## src/hdl/assert_macros.svh

```systemverilog
// ----------------------------------------------------------------------------
// assertion macros
// shared concurrent assertion helpers, compiled out with NO_ASSERTIONS
// ----------------------------------------------------------------------------
`ifndef ASSERT_MACROS_SVH
`define ASSERT_MACROS_SVH

`ifndef NO_ASSERTIONS

// property must hold on every rising clock edge outside reset
`define ASSERT_PROP(label, clk, rstn, prop) \
  label: assert property (@(posedge clk) disable iff (!rstn) prop) \
    else $error("assertion failed");

// condition must never be seen outside reset
`define ASSERT_NEVER(label, clk, rstn, cond) \
  label: assert property (@(posedge clk) disable iff (!rstn) !(cond)) \
    else $error("forbidden condition seen");

`else

`define ASSERT_PROP(label, clk, rstn, prop)
`define ASSERT_NEVER(label, clk, rstn, cond)

`endif

`endif

```

## src/hdl/fssh_pkg.sv

```systemverilog
// ----------------------------------------------------------------------------
// fssh_pkg
// shared sizes and the query token for the symbol histogram cell chain
// ----------------------------------------------------------------------------
package fssh_pkg;

  localparam int TABLE_SLOTS = 256;
  localparam int COUNT_BITS  = 32;

  localparam int SYM_W       = 8;
  localparam int SLOT_W      = (TABLE_SLOTS > 1) ? $clog2(TABLE_SLOTS) : 1;
  localparam int DIST_W      = $clog2(TABLE_SLOTS + 1);

  // result field widths on the port
  localparam int SLOT_OUT_W  = 8;
  localparam int COUNT_OUT_W = 32;
  localparam int DIST_OUT_W  = 9;
  localparam int S_TDATA_W   = 8;
  localparam int M_TDATA_W   = 56;
  localparam int M_TUSER_W   = 2;

  localparam logic [COUNT_BITS-1:0] COUNT_MAX = {COUNT_BITS{1'b1}};

  // query token walking the chain, one cell per cycle while the row advances
  typedef struct packed {
    logic                  valid;
    logic [SYM_W-1:0]      symbol;
    logic                  found;      // matched or placed somewhere upstream
    logic                  new_entry;
    logic [SLOT_W-1:0]     slot;
    logic [COUNT_BITS-1:0] count;
    logic [DIST_W-1:0]     seen;       // occupied cells passed so far
  } token_t;

endpackage

```

## src/hdl/fssh_cell.sv

```systemverilog
// ----------------------------------------------------------------------------
// fssh_cell
// one table slot: holds symbol, count and valid bit, updates on the passing
// query token and hands the token on to the next cell
// ----------------------------------------------------------------------------
`include "assert_macros.svh"

module fssh_cell (
  input  logic                   clk_i,
  input  logic                   rst_ni,
  input  logic                   en_i,
  input  logic [fssh_pkg::SLOT_W-1:0] slot_idx_i,
  input  fssh_pkg::token_t       tok_i,
  output fssh_pkg::token_t       tok_o
);
  import fssh_pkg::*;

  logic                  valid_q, valid_d;
  logic [SYM_W-1:0]      sym_q, sym_d;
  logic [COUNT_BITS-1:0] cnt_q, cnt_d;
  token_t                tok_q, tok_d;

  logic                  hit;
  logic                  ins;
  logic [COUNT_BITS-1:0] cnt_inc;

  assign hit     = tok_i.valid && valid_q && (sym_q == tok_i.symbol);
  assign ins     = tok_i.valid && !valid_q && !tok_i.found;
  assign cnt_inc = (cnt_q == COUNT_MAX) ? cnt_q : cnt_q + COUNT_BITS'(1);

  always_comb begin
    valid_d = valid_q;
    sym_d   = sym_q;
    cnt_d   = cnt_q;
    tok_d   = tok_i;
    if (hit) begin
      cnt_d           = cnt_inc;
      tok_d.found     = 1'b1;
      tok_d.slot      = slot_idx_i;
      tok_d.count     = cnt_inc;
    end else if (ins) begin
      valid_d         = 1'b1;
      sym_d           = tok_i.symbol;
      cnt_d           = COUNT_BITS'(1);
      tok_d.found     = 1'b1;
      tok_d.new_entry = 1'b1;
      tok_d.slot      = slot_idx_i;
      tok_d.count     = COUNT_BITS'(1);
    end
    tok_d.seen = tok_i.seen + DIST_W'(valid_q || ins);
  end

  always_ff @(posedge clk_i or negedge rst_ni) begin
    if (!rst_ni) begin
      valid_q <= 1'b0;
      cnt_q   <= '0;
      tok_q   <= '0;
    end else if (en_i) begin
      valid_q <= valid_d;
      cnt_q   <= cnt_d;
      tok_q   <= tok_d;
    end
  end

  // symbol store is only read behind the valid bit
  always_ff @(posedge clk_i) begin
    if (en_i) begin
      sym_q <= sym_d;
    end
  end

  assign tok_o = tok_q;

  `ASSERT_PROP(a_ins_fills, clk_i, rst_ni, en_i && ins |=> valid_q && cnt_q == COUNT_BITS'(1))
  `ASSERT_PROP(a_slot_sticks, clk_i, rst_ni, valid_q |=> valid_q)
  `ASSERT_NEVER(a_new_without_found, clk_i, rst_ni, tok_q.valid && tok_q.new_entry && !tok_q.found)
  `ASSERT_NEVER(a_seen_overflow, clk_i, rst_ni, tok_q.valid && tok_q.seen > DIST_W'(TABLE_SLOTS))

endmodule

```

## config.mk

```make
export PLATFORM = sky130hd
export DESIGN_NAME = fssh_cell
export DESIGN_NICKNAME = d
export VERILOG_FILES = /design/src/hdl/fssh_pkg.sv /design/src/hdl/fssh_cell.sv
export VERILOG_INCLUDE_DIRS = /design/src /design/src/hdl
export SDC_FILE = /design/constraint.sdc
export NUM_CORES = 1
export LEC_CHECK = 0
export ABC_AREA = 0
export BUFFER_PORTS_ARGS = -buffer_cell sky130_fd_sc_hd__buf_2
export CORE_MARGIN = 2
export CORE_UTILIZATION = 45
export DETAILED_ROUTE_END_ITERATION = 10
export PLACE_DENSITY = 0.69
export SYNTH_ARGS = -nofsm -noshare
export SYNTH_HDL_FRONTEND = slang
export SYNTH_SLANG_ARGS = --single-unit
```

## constraint.sdc

```tcl
create_clock -name clk_i -period 4.76 [get_ports clk_i]
set_input_delay 0.952 -clock clk_i [delete_from_list [all_inputs] [get_ports clk_i]]
set_output_delay 0.952 -clock clk_i [all_outputs]
set_load 0.005 [all_outputs]
```

==> reports/results.ini <==
[outcome]
outcome = completed

[logic_synthesis]
synthCells = 526
yosys-top-cells-area = dfrtp_1 (45%), o21ai_0 (6.0%), xor2_1 (4.7%)
ys_top_cells_by_count = dfrtp_1 (93), o21ai_0 (62), nor2_1 (43)
yosysTopAreaCellShare_pct = 44.95
synth_edf_count = 8
synth_cell_types = 46
synth_most_common_cell = dfrtp_1
synth_area_sq_um = 5177
yosys_warnings = 0
seq_area_frac_synth_pct = 49.59
yosys_most_used_dff = dfrtp_1
synthArstFlopShare_pct = 92.08
synthesis.nets = 600
ys_seq_elements = 101
synth_top_area_cell = dfrtp_1
synth.avg_cell_area_sq_um = 9.843

[layout]
diodes = 0
area_growth_pct = 18.92
nets = 708
final_area_sq_um = 6157
final_cells = 782
fin_util_pct = 54.39
final_layout_size_suffix_gt1_share_pct = 26.76

[global_route]
globalRouteMet2Util_pct = 34.76
antenna_found_initial = 0
use_met1_pct = 27.43
top_usage_layer = met2
grt_util_met3_pct = 4.538
grt_pass1_wl_microns = 21230
grt_overflow = 0
track_usage_pct = 20.97
grt_pass1_vias = 4420
grt_max_degree = 55

[cts]
cts_setup_buffers = 0
h-tree-depth = 3
cts_buffers = 9
clk_path_buf_depth = 2
clock_latency_ns = 0.34
cts-root-buf = clkbuf_16
ctsResizeCount = 0
clock-sinks = 101
cts_tree = built
postCtsHoldBufs = 0
clkTransAtPathRegs_ns = 0.07

[critical_path]
critPathMaxStageDelay_ns = 0.71
cp.arrival_ns = 3.27
rrSetupSlack_ns = 1.85
crit_required_ns = 4.99
endpoint = cnt_q[8]
critPathBufInv = 1
rr_endpoint = tok_o[38]
worstPathCellList = buf_2, xor2_1, nor4_1, and3_1, nand2_1, o31ai_1
critical_path_class = in2reg
crit_family = simple AND/OR/NAND/NOR gates
r2r_start = cnt_q[16]
cp.depth = 6
cpMaxStageDelayCell = nand2_1
startpoint_type = primary input
crit_fanout = 37
cp-end-kind = flop
crit_path_start = tok_i[57]
reg2reg_depth = 6

[drt]
via_per_inst = 5.697
drtIter0Drc = 267
routedWlPerCell_microns = 16.18
wl_microns = 12660
num_vias = 4455
route.detailed.drc = 0
final_antenna_net_count = 0
first_pass_iters = 4

[sta]
setup_ws_ns = 1.729
slew_viol_final = 0
skew_ns = 0.005299
max_slew.worst_pin.slew_ns = 1.288
period_share_pct = 63.67
finalCriticalPeriod_ns = 3.031
max_slew_margin_pct = 13.75
hold_violations = 0
setup_violations = 0
rsz0062_at_grt = no
setup-tns-final_ns = 0
fmax_ghz = 0.3299

[placed_design]
gp_congestion = 0.8199
dp.cells = 766
portBuffers = 130
placed_cell_area_sq_um = 5897
dp_hpwl_microns = 8675
preCtsSetupSlack_ns = 1.302

[die]
rows = 39
die_w_microns = 111.3
coreArea_sq_um = 11320
io_pins = 131
initial_core_util_pct = 45.73
die_h_microns = 111.3
dieArea_sq_um = 12380

[worst_hold_path]
hp-class = reg2reg

[job]
maxCapViolCount = 0

[pwr]
power_density_nw_per_um2 = 301.8
p_leak_nw = 2.734
ir_worst_vdd_v = 0.0002148

kinds of logic after synthesis:
group | share of synthesized area [%]
compound gates | 19.31
fa+ha+maj | 0.7251
flops | 49.59
mux | 4.133
xor+xnor | 7.612
simple gates | 14.77
buf+inv | 3.867
per-layer routing:
layer	part of all wire, %	vias to the layer above
met5	0	-
met3	4.5	20
met1	45	2147
met2	49	134
li1	-	2154
met4	1.8	0
power by group:
part	leakage [nW]	internal [mW]	switching (mW)	total, mW
clock	0.131	0.352	0.314	0.666
combinational	1.37	0.114	0.119	0.232
sequential	1.24	0.929	0.0317	0.960
state kept, by name, summed over array words and instances, names as in the netlist:
signal	flops
cnt_q	32
sym_q	8
tok_o	60
valid_q	1
worst min path at each step:
| stage | start | to | slack [ns] | cells after the start |
|---|---|---|---|---|
| floorplan | cnt_q[29] | cnt_q[29] | 0.49 | 1 |
| detailed placement | tok_o[59] | tok_o[59] | 0.49 | 1 |
| finish | tok_o[55] | tok_o[55] | 0.50 | 1 |
| CTS | tok_o[59] | tok_o[59] | 0.51 | 1 |
| global placement | tok_o[54] | tok_o[54] | 0.49 | 1 |
| global route | tok_o[56] | tok_o[56] | 0.53 | 1 |
final cells by class:
type,instances,area (sq um)
fill,1025,5164
sequential,101,2567
multi-input combinational,378,2415
timing repair buffer,138,713.2
clock buffer,11,232.7
tap,143,178.9
clock inverter,5,27.53
inverter,6,22.52
metrics by stage:
stage / hold slack [ns] / total power, mW
3_3_place_gp: 0.4869 / 1.205
6_report: 0.5038 / 1.858
4_1_cts: 0.5054 / 1.881
5_1_grt: 0.5254 / 1.948
2_1_floorplan: 0.4885 / 1.079
3_5_place_dp: 0.4906 / 1.213
layout by cell type (no fill, tap or decap), drive strengths merged, types with 2 or more instances in the layout:
cell type  count
a21oi         28
a221o          3
a22oi         27
a31oi         16
a41oi          4
and2           5
and3           5
and4           6
buf          138
clkbuf        11
clkinv         6
dfrtp         93
edfxtp         8
ha             3
inv            5
mux2          11
mux2i          9
nand2         31
nand3         24
nand4         12
nor2          43
nor3           5
nor3b          2
nor4           6
o21ai         62
o22ai          2
o31ai         18
or2            2
xnor2         17
xor2          28
Note: power is estimated with default switching activity, not from simulation.
